[config.mk]
export PLATFORM = sky130hd
export DESIGN_NAME = delta_gamma_pattern_matcher_unit
export DESIGN_NICKNAME = d
export VERILOG_FILES = /design/src/rtl/dgpm_pkg.sv /design/src/rtl/dgpm_cell.sv /design/src/rtl/dgpm_cell_chain.sv /design/src/rtl/delta_gamma_pattern_matcher_unit.sv
export VERILOG_INCLUDE_DIRS = /design/src /design/src/rtl
export SDC_FILE = /design/constraint.sdc
export NUM_CORES = 2
export LEC_CHECK = 0
export BUFFER_PORTS_ARGS = -buffer_cell sky130_fd_sc_hd__buf_4
export CAP_MARGIN = 20
export CORE_MARGIN = 2
export CORE_UTILIZATION = 59
export CTS_CLUSTER_DIAMETER = 120
export DETAILED_ROUTE_END_ITERATION = 7
export GPL_TIMING_DRIVEN = 1
export HOLD_SLACK_MARGIN = 0.15
export PLACE_DENSITY = 0.75
export SLEW_MARGIN = 20
export SYNTH_ARGS = -nofsm -noshare
export SYNTH_HDL_FRONTEND = slang
export SYNTH_SLANG_ARGS = --single-unit
[constraint.sdc]
create_clock -name aclk -period 9.6 [get_ports aclk]
set_input_delay 2.4 -clock aclk [delete_from_list [all_inputs] [get_ports aclk]]
set_output_delay 2.4 -clock aclk [all_outputs]
set_load 0.005 [all_outputs]
[src/rtl/delta_gamma_pattern_matcher_unit_assert.svh]
// assertion macros for the delta-gamma pattern matcher
// expects aclk and aresetn in the scope where a macro is used
`ifndef DELTA_GAMMA_PATTERN_MATCHER_UNIT_ASSERT_SVH
`define DELTA_GAMMA_PATTERN_MATCHER_UNIT_ASSERT_SVH

// same-cycle implication, checked outside reset
`define DGPM_ASSERT_IMPL(label, ante, cons) \
    label: assert property (@(posedge aclk) disable iff (!aresetn) (ante) |-> (cons)) \
        else $error("dgpm assertion failed");

// next-cycle implication, checked outside reset
`define DGPM_ASSERT_NEXT(label, ante, cons) \
    label: assert property (@(posedge aclk) disable iff (!aresetn) (ante) |=> (cons)) \
        else $error("dgpm assertion failed");

`endif

[src/rtl/dgpm_pkg.sv]
// shared types and constants for the delta-gamma pattern matcher
// no dependencies
package dgpm_pkg;

    localparam int MAX_PATTERN = 32;
    localparam int SYMBOL_BITS = 8;
    localparam int IDX_BITS    = (MAX_PATTERN > 1) ? $clog2(MAX_PATTERN) : 1;

    localparam int REQ_BITS    = 2;
    localparam int PIDX_BITS   = 5;
    localparam int LEN_BITS    = 6;
    localparam int DELTA_BITS  = 8;
    localparam int SUM_BITS    = 13;
    localparam int POS_BITS    = 32;
    localparam int CFG_IDX_BITS  = 2;
    localparam int CFG_DATA_BITS = 13;

    // request codes
    localparam logic [REQ_BITS-1:0] REQ_PATTERN = 2'd0;
    localparam logic [REQ_BITS-1:0] REQ_TEXT    = 2'd1;
    localparam logic [REQ_BITS-1:0] REQ_START   = 2'd2;

    // register indexes
    localparam logic [CFG_IDX_BITS-1:0] CFG_PATTERN_LENGTH = 2'd0;
    localparam logic [CFG_IDX_BITS-1:0] CFG_DELTA_LIMIT    = 2'd1;
    localparam logic [CFG_IDX_BITS-1:0] CFG_GAMMA_LIMIT    = 2'd2;

    localparam logic [LEN_BITS-1:0]   RESET_PATTERN_LENGTH = 6'd1;
    localparam logic [DELTA_BITS-1:0] RESET_DELTA_LIMIT    = 8'd0;
    localparam logic [SUM_BITS-1:0]   RESET_GAMMA_LIMIT    = 13'd8160;

    typedef struct packed {
        logic [REQ_BITS-1:0]  req_type;
        logic [PIDX_BITS-1:0] pattern_index;
        logic [7:0]           symbol_value;
    } dgpm_in_t;

    typedef struct packed {
        logic [POS_BITS-1:0] start_position;
        logic [SUM_BITS-1:0] total_difference;
    } dgpm_out_t;

    // match bit and running sum of one pattern position
    typedef struct packed {
        logic                match;
        logic [SUM_BITS-1:0] sum;
    } tap_t;

    typedef struct packed {
        logic shift;
        logic clear;
        logic write;
    } cell_ctl_t;

    typedef struct packed {
        logic                shift;
        logic                clear;
        logic                write;
        logic [IDX_BITS-1:0] wr_idx;
    } chain_ctl_t;

endpackage

[src/rtl/dgpm_cell.sv]
// one pattern position: stored symbol, match bit and running difference sum
// depends on dgpm_pkg
module dgpm_cell
    import dgpm_pkg::*;
(
    input  logic                   aclk,
    input  logic                   aresetn,
    input  cell_ctl_t              ctl,
    input  logic [SYMBOL_BITS-1:0] sym,
    input  logic [DELTA_BITS-1:0]  delta,
    input  tap_t                   prev,
    output tap_t                   cur
);

    logic [SYMBOL_BITS-1:0] pattern_reg;
    logic                   match_reg, match_next;
    logic [SUM_BITS-1:0]    sum_reg, sum_next;
    logic [SYMBOL_BITS-1:0] diff;
    logic                   ok;

    always_comb begin
        diff = (sym >= pattern_reg) ? (sym - pattern_reg) : (pattern_reg - sym);
        ok   = (32'(diff) <= 32'(delta));
        match_next = match_reg;
        sum_next   = sum_reg;
        if (ctl.clear) begin
            match_next = 1'b0;
            sum_next   = '0;
        end else if (ctl.shift) begin
            match_next = prev.match & ok;
            sum_next   = prev.sum + (ok ? SUM_BITS'(diff) : '0);
        end
    end

    // pattern symbol is undefined until written
    always_ff @(posedge aclk) begin
        if (ctl.write) begin
            pattern_reg <= sym;
        end
    end

    always_ff @(posedge aclk) begin
        if (!aresetn) begin
            match_reg <= 1'b0;
            sum_reg   <= '0;
        end else begin
            match_reg <= match_next;
            sum_reg   <= sum_next;
        end
    end

    assign cur.match = match_reg;
    assign cur.sum   = sum_reg;

endmodule

[src/rtl/dgpm_cell_chain.sv]
// row of matcher cells, each fed by its left neighbor, with a tap at a selectable position
// depends on dgpm_pkg and dgpm_cell
module dgpm_cell_chain
    import dgpm_pkg::*;
(
    input  logic                   aclk,
    input  logic                   aresetn,
    input  chain_ctl_t             ctl,
    input  logic [SYMBOL_BITS-1:0] sym,
    input  logic [DELTA_BITS-1:0]  delta,
    input  logic [IDX_BITS-1:0]    tap_idx,
    output tap_t                   tap
);

    tap_t cell_out [MAX_PATTERN];

    for (genvar j = 0; j < MAX_PATTERN; j++) begin : g_cell
        cell_ctl_t cctl;
        tap_t      prev;

        assign cctl.shift = ctl.shift;
        assign cctl.clear = ctl.clear;
        assign cctl.write = ctl.write && (ctl.wr_idx == IDX_BITS'(j));

        // position zero always starts a fresh window
        if (j == 0) begin : g_head
            assign prev.match = 1'b1;
            assign prev.sum   = '0;
        end else begin : g_body
            assign prev = cell_out[j-1];
        end

        dgpm_cell u_cell (
            .aclk    (aclk),
            .aresetn (aresetn),
            .ctl     (cctl),
            .sym     (sym),
            .delta   (delta),
            .prev    (prev),
            .cur     (cell_out[j])
        );
    end

    assign tap = cell_out[tap_idx];

endmodule

[src/rtl/delta_gamma_pattern_matcher_unit.sv]
// delta-gamma pattern matcher, top level
// depends on dgpm_pkg, dgpm_cell_chain and the assertion macro header
//
// usage
//   s_ channel: one request per transfer. pattern writes load one pattern
//   symbol, text requests stream one text symbol, start requests clear the
//   search state and text counter (the pattern is kept).
//   m_ channel: one transfer per matching window, carrying the window's start
//   position and its total difference.
//   cfg_ channel: register writes (pattern length, delta, gamma); always
//   ready, to be used only while the block is idle.
// timing
//   one request per cycle while s_ready is high. a text symbol updates every
//   cell of the chain at the edge it is taken; in the cycle after, the tap at
//   the last pattern position is checked and a hit is loaded into the output
//   register, which raises m_valid, unless an untaken earlier result holds it.
//   s_ready drops only while a hit is waiting and the output register holds
//   an earlier result that the receiver has not taken.
// reset
//   aresetn is synchronous, active low: clears match bits, sums, the text
//   counter, the pipeline and the registers to their defaults.
`include "delta_gamma_pattern_matcher_unit_assert.svh"

module delta_gamma_pattern_matcher_unit
    import dgpm_pkg::*;
(
    input  logic                     aclk,
    input  logic                     aresetn,
    input  logic                     s_valid,
    output logic                     s_ready,
    input  dgpm_in_t                 s_data,
    output logic                     m_valid,
    input  logic                     m_ready,
    output dgpm_out_t                m_data,
    input  logic                     cfg_valid,
    output logic                     cfg_ready,
    input  logic [CFG_IDX_BITS-1:0]  cfg_index,
    input  logic [CFG_DATA_BITS-1:0] cfg_data
);

    // configuration registers
    logic [LEN_BITS-1:0]   pattern_length_reg;
    logic [DELTA_BITS-1:0] delta_limit_reg;
    logic [SUM_BITS-1:0]   gamma_limit_reg;

    // search counter and check stage
    logic [POS_BITS-1:0] text_counter_reg, text_counter_next;
    logic                eval_vld_reg, eval_vld_next;
    logic [POS_BITS-1:0] eval_start_reg;

    // output register
    logic      m_valid_reg, m_valid_next;
    dgpm_out_t m_data_reg;

    logic                accept;
    logic                is_text;
    logic                hit;
    logic                eval_stall;
    logic                out_load;
    logic [LEN_BITS-1:0] m_act;
    logic [IDX_BITS-1:0] last_idx;
    logic [POS_BITS-1:0] start_pos;
    chain_ctl_t          chain_ctl;
    tap_t                tap;

    assign cfg_ready = 1'b1;

    always_ff @(posedge aclk) begin
        if (!aresetn) begin
            pattern_length_reg <= RESET_PATTERN_LENGTH;
            delta_limit_reg    <= RESET_DELTA_LIMIT;
            gamma_limit_reg    <= RESET_GAMMA_LIMIT;
        end else if (cfg_valid && cfg_ready) begin
            case (cfg_index)
                CFG_PATTERN_LENGTH: pattern_length_reg <= cfg_data[LEN_BITS-1:0];
                CFG_DELTA_LIMIT:    delta_limit_reg    <= cfg_data[DELTA_BITS-1:0];
                CFG_GAMMA_LIMIT:    gamma_limit_reg    <= cfg_data[SUM_BITS-1:0];
                default: ;  // unused index, write dropped
            endcase
        end
    end

    // active pattern length: zero acts as one, long values clamp to the chain size
    always_comb begin
        if (pattern_length_reg == '0) begin
            m_act = LEN_BITS'(1);
        end else if (32'(pattern_length_reg) > MAX_PATTERN) begin
            m_act = LEN_BITS'(MAX_PATTERN);
        end else begin
            m_act = pattern_length_reg;
        end
    end

    assign last_idx  = IDX_BITS'(m_act - LEN_BITS'(1));
    // window start for the symbol now being taken, wraps modulo 2^32
    assign start_pos = text_counter_reg - POS_BITS'(m_act) + POS_BITS'(1);

    // hit check on the chain state left by the previous text symbol
    assign hit        = tap.match && (tap.sum <= gamma_limit_reg);
    assign eval_stall = eval_vld_reg && hit && m_valid_reg && !m_ready;
    assign out_load   = eval_vld_reg && hit && !eval_stall;

    assign s_ready = !eval_stall;
    assign accept  = s_valid && s_ready;
    assign is_text = (s_data.req_type == REQ_TEXT);

    always_comb begin
        chain_ctl.shift  = accept && is_text;
        chain_ctl.clear  = accept && (s_data.req_type == REQ_START);
        // writes past the chain are dropped
        chain_ctl.write  = accept && (s_data.req_type == REQ_PATTERN)
                           && (32'(s_data.pattern_index) < MAX_PATTERN);
        chain_ctl.wr_idx = IDX_BITS'(s_data.pattern_index);
    end

    dgpm_cell_chain u_chain (
        .aclk    (aclk),
        .aresetn (aresetn),
        .ctl     (chain_ctl),
        .sym     (SYMBOL_BITS'(s_data.symbol_value)),
        .delta   (delta_limit_reg),
        .tap_idx (last_idx),
        .tap     (tap)
    );

    always_comb begin
        text_counter_next = text_counter_reg;
        if (chain_ctl.clear) begin
            text_counter_next = '0;
        end else if (chain_ctl.shift) begin
            text_counter_next = text_counter_reg + POS_BITS'(1);
        end
    end

    // check stage holds while a hit waits for the output register
    always_comb begin
        eval_vld_next = eval_vld_reg;
        if (!eval_stall) begin
            eval_vld_next = chain_ctl.shift;
        end
    end

    always_comb begin
        m_valid_next = m_valid_reg;
        if (out_load) begin
            m_valid_next = 1'b1;
        end else if (m_ready) begin
            m_valid_next = 1'b0;
        end
    end

    always_ff @(posedge aclk) begin
        if (!aresetn) begin
            text_counter_reg <= '0;
            eval_vld_reg     <= 1'b0;
            m_valid_reg      <= 1'b0;
        end else begin
            text_counter_reg <= text_counter_next;
            eval_vld_reg     <= eval_vld_next;
            m_valid_reg      <= m_valid_next;
        end
    end

    // payload registers
    always_ff @(posedge aclk) begin
        if (chain_ctl.shift) begin
            eval_start_reg <= start_pos;
        end
        if (out_load) begin
            m_data_reg.start_position   <= eval_start_reg;
            m_data_reg.total_difference <= tap.sum;
        end
    end

    assign m_valid = m_valid_reg;
    assign m_data  = m_data_reg;

    // input back-pressure only comes from a full, stalled output register
    `DGPM_ASSERT_IMPL(a_ready_only_on_stall, !s_ready, m_valid && !m_ready)
    // every text transfer reaches the check stage
    `DGPM_ASSERT_NEXT(a_text_to_check, s_valid && s_ready && is_text, eval_vld_reg)
    // a start transfer restarts the text index
    `DGPM_ASSERT_NEXT(a_start_clears_counter, s_valid && s_ready &&
                      (s_data.req_type == REQ_START), text_counter_reg == '0)
    // a hit that finds a result still waiting stays in the check stage
    `DGPM_ASSERT_NEXT(a_stall_holds_check, eval_stall, eval_vld_reg)

endmodule

Word level (Yosys, flattened, before mapping)

Cells that the tools add are included.

Add/sub/neg operators: 99
Multipliers: 0
Divide/modulo/power cells: 0
Magnitude comparators: 67
Eq/ne operators: 35
Shift operators: 0
Mux-type cells: 71
Bitwise gates (word level): 33
Reduce and logical (&&, ||, !) cells: 52

Operators by type and width:

| cell                  | count |
|---|---|
| $mux 8                | 64 |
| $sub 8x8->8           | 64 |
| $add 13x8->13         | 31 |
| $ge 8x8->1            | 32 |
| $le 8x8->1            | 32 |
| $eq 5x5->1 const B    | 16 |
| $bmux 14 s5           | 1 |
| $add 32x1->32 const B | 2 |
| $logic_and 1x1->1     | 41 |
| $eq 5x4->1 const B    | 8 |
| $sub 32x6->32         | 1 |
| $and 1x1->1           | 31 |
| $mux 14               | 2 |
| $eq 5x3->1 const B    | 4 |
| $le 13x13->1          | 1 |
| $mux 6                | 2 |
| $eq 5x2->1 const B    | 2 |
| $ge 6x6->1 const B    | 1 |
| $gt 6x6->1 const B    | 1 |
| $logic_not 6->1       | 1 |
| $not 5->6             | 1 |
| $reduce_and 2->1      | 3 |
| $eq 5x1->1 const B    | 1 |
| $logic_not 5->1       | 1 |
| other kinds (9)       | 14 |

Register bits: 842
Bits in latches: 0
Bits in writable memories: 0
Bits in read-only memories: 0
Output and inout port bits: 48
Logic and storage cells: 462
Memories: 0

Depth between registers and ports, before layout

Depth in word-level cells: 17
Depth in mapped cells: 33
Gate-level depth less buffers: 32

Modules after synthesis

A second synthesis with hierarchy kept.

Cell total of the unflattened synthesis: 8702
Area, all modules: 77805.9 um2

Modules (own cells, without submodules):

| module                                    | times used | cells each | area an instance (um2) | sequential area each (um2) |
|---|---|---|---|---|
| dgpm_cell (u_chain.g_cell[12].u_cell ...) | 17         | 224        | 2021.9                 | 520.5 |
| dgpm_cell (u_chain.g_cell[0].u_cell ...)  | 8          | 225        | 2030.7                 | 520.5 |
| dgpm_cell (u_chain.g_cell[5].u_cell ...)  | 5          | 281        | 2302.2                 | 520.5 |
| delta_gamma_pattern_matcher_unit          | 1          | 672        | 7263.2                 | 3533.4 |
| dgpm_cell_chain                           | 1          | 551        | 4287.9                 | 0.0 |
| dgpm_cell (u_chain.g_cell[16].u_cell)     | 1          | 239        | 2083.2                 | 520.5 |
| dgpm_cell (u_chain.g_cell[11].u_cell)     | 1          | 227        | 2042.0                 | 520.5 |

Worst setup path before layout

No wires, ideal clock.

Path type: input-to-reg
Start point: input port s_data[1] (netlist name)
End point: register u_chain.g_cell[6].u_cell.sum_reg[12]
Data arrival time: 10.020 ns
Required time: 9.478 ns
Setup slack: -0.542 ns
Stages: 27
Path buffers: 0
Path through: inv_1 > ha_1 > and4_1 > a2111oi_0 > o21bai_1 > a21oi_2 > mux2_2 > or4b_2 > a211oi_1 > o21a_1 > nor2_1 > ha_1 > nand3_1 > o31a_1 > nor2_1 > ha_1 > inv_1 > fa_1 > nor2b_1 > o21ai_0 > a21boi_0 > o21ai_0 > a21oi_1 > o21ai_0 > a211oi_1 > xnor2_1 > a21oi_1

Longest elaborated chain between the ends: 5
Elaborated cells on any way between the ends: 7
Classes of those cells: 3 x add/sub; 2 x order compare; 2 x mux

Ends and longest elaborated chain:

| element                                          | RTL line                               | RTL |
|---|---|---|
| start, declared                                  | delta_gamma_pattern_matcher_unit.sv:31 | `input dgpm_in_t s_data,` |
| $sub 8x8->8 / $ge 8x8->1 (equally long branches) | dgpm_cell.sv:22                        | `diff = (sym >= pattern_reg) ? (sym - pattern_reg) : (pattern_reg - sym);` |
| $mux 8 *                                         | dgpm_cell.sv:22                        |  |
| $le 8x8->1                                       | dgpm_cell.sv:23                        | `ok = (32'(diff) <= 32'(delta));` |
| $mux 8 *                                         | dgpm_cell.sv:31                        | `sum_next = prev.sum + (ok ? SUM_BITS'(diff) : '0);` |
| $add 13x8->13 *                                  | dgpm_cell.sv:31                        |  |
| end signal, assigned                             | dgpm_cell.sv:48                        | `sum_reg <= sum_next;` |
| end, declared                                    | dgpm_cell.sv:17                        | `logic [SUM_BITS-1:0] sum_reg, sum_next;` |

Every way passes the cells marked *; elsewhere a longest branch is shown, timed or not.
A chain may end at the register's enable or synchronous reset.

==> key figures <==
Run status
  • Status: complete, no violations

STA
  • Period minus WS final: 9.34 ns
  • Final Skew: 0.0503 ns
  • Setup TNS: 0 ns
  • Fin crit share: 97.3%
  • Setup slack after layout: 0.257 ns
  • Worst hold slack: 0.404 ns
  • Fmax: 107 MHz
  • Hold Violations, Final: 0
  • Unrepaired setup endpoints after global routing: false
  • Endpoints failing setup: 0
  • Slew headroom: 7.33%
  • Slew Limit Fails: 0
  • Measured slew at the worst slew-check pin: 1.39 ns

Yosys
  • Post-synth top area share: 18.8%
  • Fraction of registers with async set/reset: 0%
  • Cell variety after synth: 88
  • Post-synthesis cell area: 70,500 sq um
  • Synth area leaders: ha_1, edfxtp_1, dfxtp_1, a21oi_1, xnor2_1
  • Synth warn: 0
  • Commonest cells post-synth: ha_1, nand2_1, a21oi_1, inv_1, dfxtp_1
  • Post-Syn Nets: 9,054
  • FF+latch count, synth: 827
  • Post-Synthesis Cells: 7,864
  • Synth Flop Type: dfxtp_1
  • Seq/Total Area, Yosys: 28.2%
  • Count leader, synth: ha_1
  • Number of synthesized flops with an enable pin: 333
  • Top cell type by total area after synthesis: ha_1
  • Synth Area per Inst: 8.96 sq um

Place
  • Inst Count DP: 9,360
  • PortBufs: 81
  • Setup WS pre-CTS: 0.381 ns
  • Global placement routability congestion: 0.980
  • Final HPWL DP: 155,000 microns

Power
  • Maximum vdd drop: 0.160 mV
  • Power Density: 137 nW/um^2
  • Leakage: 32.6 nW

Hold path
  • Hold Path Class: reg2reg
  • Hold Path Cell Cnt: 0

Global routing
  • Met1 Use GR: 44.2%
  • GR peak layer: met2
  • Vias in the first global route: 57.2k
  • GRT met2 Usage: 56.2%
  • First-pass GRT wire length: 325,000 microns
  • M3 GR Usage: 5.96%
  • Initial antenna violation count: 6
  • Largest net degree at the start of global routing: 195
  • Global route total overflow: 0
  • Overall Global Routing Usage: 34.2%

CTS
  • Worst-path clk slew: 0.06 ns
  • Hold buffers post-CTS: 0
  • H-tree levels: 3
  • Clk sinks: 827
  • Clk buf depth: 3
  • Post-CTS setup buffers: 0
  • Clk root buf: clkbuf_16
  • CTS tree: built
  • TritonCTS Buffers: 100
  • Worst-Skew Late Latency: 0.75 ns
  • CTS resizes: 0

Routing
  • Drt total wl: 213,000 microns
  • Via count: 59.3k
  • WL/cell: 22.3 microns
  • Residual DRC count: 0
  • DRT iter0 DRCs: 5,248
  • Pre-antenna DRT Iters: 8
  • Final ANT Viol Nets: 0
  • Via density: 6.20

Critical path
  • WS Path Type: reg2out
  • Critical path endpoint category: primary output
  • R2R depth: 22
  • Worst Path Required: 7.20 ns
  • Worst EP arrival: 6.94 ns
  • Nature of the critical path startpoint: flip-flop
  • CP Max Fanout: 20

Cells and area
  • Multi-input logic area: 47,300 sq um
  • P&R area growth vs syn: 9.19%
  • Seq. cell area: 19,900 sq um
  • Layout cell share with drive strength beyond 1: 8.24%
  • Non-Filler Instances: 9,551
  • Filler cells: 9,731
  • Fin nets: 9,116
  • Max reg flops: 401

Die
  • Die Width: 350 microns
  • Num rows: 126
  • Die area: 122,000 sq um
  • Num ports: 83
  • Core region area: 118,000 sq um
  • Die height: 350 microns
  • Initial Util: 59.6%

Flow run
  • Max-cap violations: 0
[critical path, cell delays in order (launching register included)]
cell and delay (ns):
dfxtp_1 0.48, or4_1 0.79, a21oi_4 0.27, inv_2 0.07, ha_4 0.20, or3b_2 0.56
nand3_2 0.45, nor2_1 0.35, buf_4 0.30, a31oi_1 0.41, a22oi_1 0.15, a31oi_1 0.61
ha_1 0.38, o21a_1 0.18, o21ai_0 0.16, nand2b_1 0.08, a21oi_1 0.17, a311o_1 0.21
o311ai_4 0.17, buf_4 0.22
[where the power goes]
group	switching (W)	total [W]	internal [W]	leakage [nW]
combinational	0.00155	0.00262	0.00107	23.8
sequential	0.0000779	0.00380	0.00373	7.01
clock	0.00168	0.00412	0.00244	1.75
[stage by stage]
step	utilization, %	power [W]	cell area, sq um
2_1_floorplan	-	0.00569	70500
3_3_place_gp	62.0	0.00635	73300
3_5_place_dp	62.0	0.00643	73300
4_1_cts	65.1	0.0105	76900
5_1_grt	65.1	0.0110	77000
6_report	65.1	0.0105	77000
[cells in the final DEF, fill, tap and decap left out, types with 21 or more instances in the layout]
master / synthesis / routed
nor2b_1: 272 / 272
inv_1: 640 / 626
a21oi_1: 779 / 779
dfxtp_1: 494 / 493
ha_1: 1059 / 1058
a31oi_1: 29 / 29
nor2_1: 364 / 363
fa_1: 96 / 96
nand2b_1: 45 / 45
and2_1: 21 / 21
or3_1: 25 / 25
a2111oi_0: 27 / 27
o21bai_1: 105 / 105
or2_2: 58 / 58
o31a_1: 33 / 33
a211oi_1: 159 / 159
and3_1: 50 / 49
mux2_2: 89 / 89
buf_4: 2 / 163
a21o_1: 199 / 199
mux4_2: 94 / 94
buf_12: 0 / 30
o211ai_1: 51 / 51
nand3_1: 219 / 218
nand4_1: 29 / 29
mux2i_1: 192 / 192
o21ai_0: 332 / 332
edfxtp_1: 333 / 333
o21a_1: 70 / 70
xor2_1: 101 / 101
a21boi_0: 49 / 49
clkbuf_16: 0 / 104
xnor2_1: 404 / 404
and4_1: 28 / 28
nand2_1: 848 / 848
o21ai_1: 24 / 23
nor3_1: 63 / 62
nand3b_1: 63 / 63
[final timing paths]
kind                                           start                                                 end  slack, ns
setup / recovery  pattern_length_reg[2]$_SDFFE_PN0P_                                             s_ready       0.26
hold reg to reg         eval_start_reg[20]$_DFFE_PP_                                m_data[33]$_DFFE_PP_       0.40
setup reg to reg  pattern_length_reg[2]$_SDFFE_PN0P_  u_chain.g_cell[11].u_cell.pattern_reg[7]$_DFFE_PP_       0.78
hold / removal          eval_start_reg[20]$_DFFE_PP_                                m_data[33]$_DFFE_PP_       0.40
[cell type report]
class	count	share of cell area [%]
clock inverters	49	0.899
multi-input cells	6160	61.4
clock buffers	139	3.77
well taps	1536	2.50
inverters	642	3.15
flip-flops and latches	827	25.8
repair buffers	195	2.42
diodes	3	0.00975
[cells by family (layout without fill, tap and decap cells)]
| kind of cell | after synthesis | after routing | synth area share, % |
|---|---|---|---|
| and+or+nand+nor | 2139 | 2139 | 14.6 |
| AOI/OAI and AO/OA | 1984 | 1984 | 17.4 |
| adders and majority gates | 1155 | 1155 | 21.5 |
| buffers and inverters | 877 | 1025 | 4.88 |
| DFF | 827 | 827 | 28.2 |
| xor gates and xnor gates | 505 | 505 | 6.27 |
| muxes | 376 | 376 | 7.17 |
| other | 1 | 4 | 0.00532 |
[routing by layer]
layer  up-vias  wire length [microns]
met1     28400                  88800
li1      28100                      -
met3       541                  16700
met4         4                   9840
met5         -                     29
met2      2282                  97200
(Power assumes the default switching activity.)
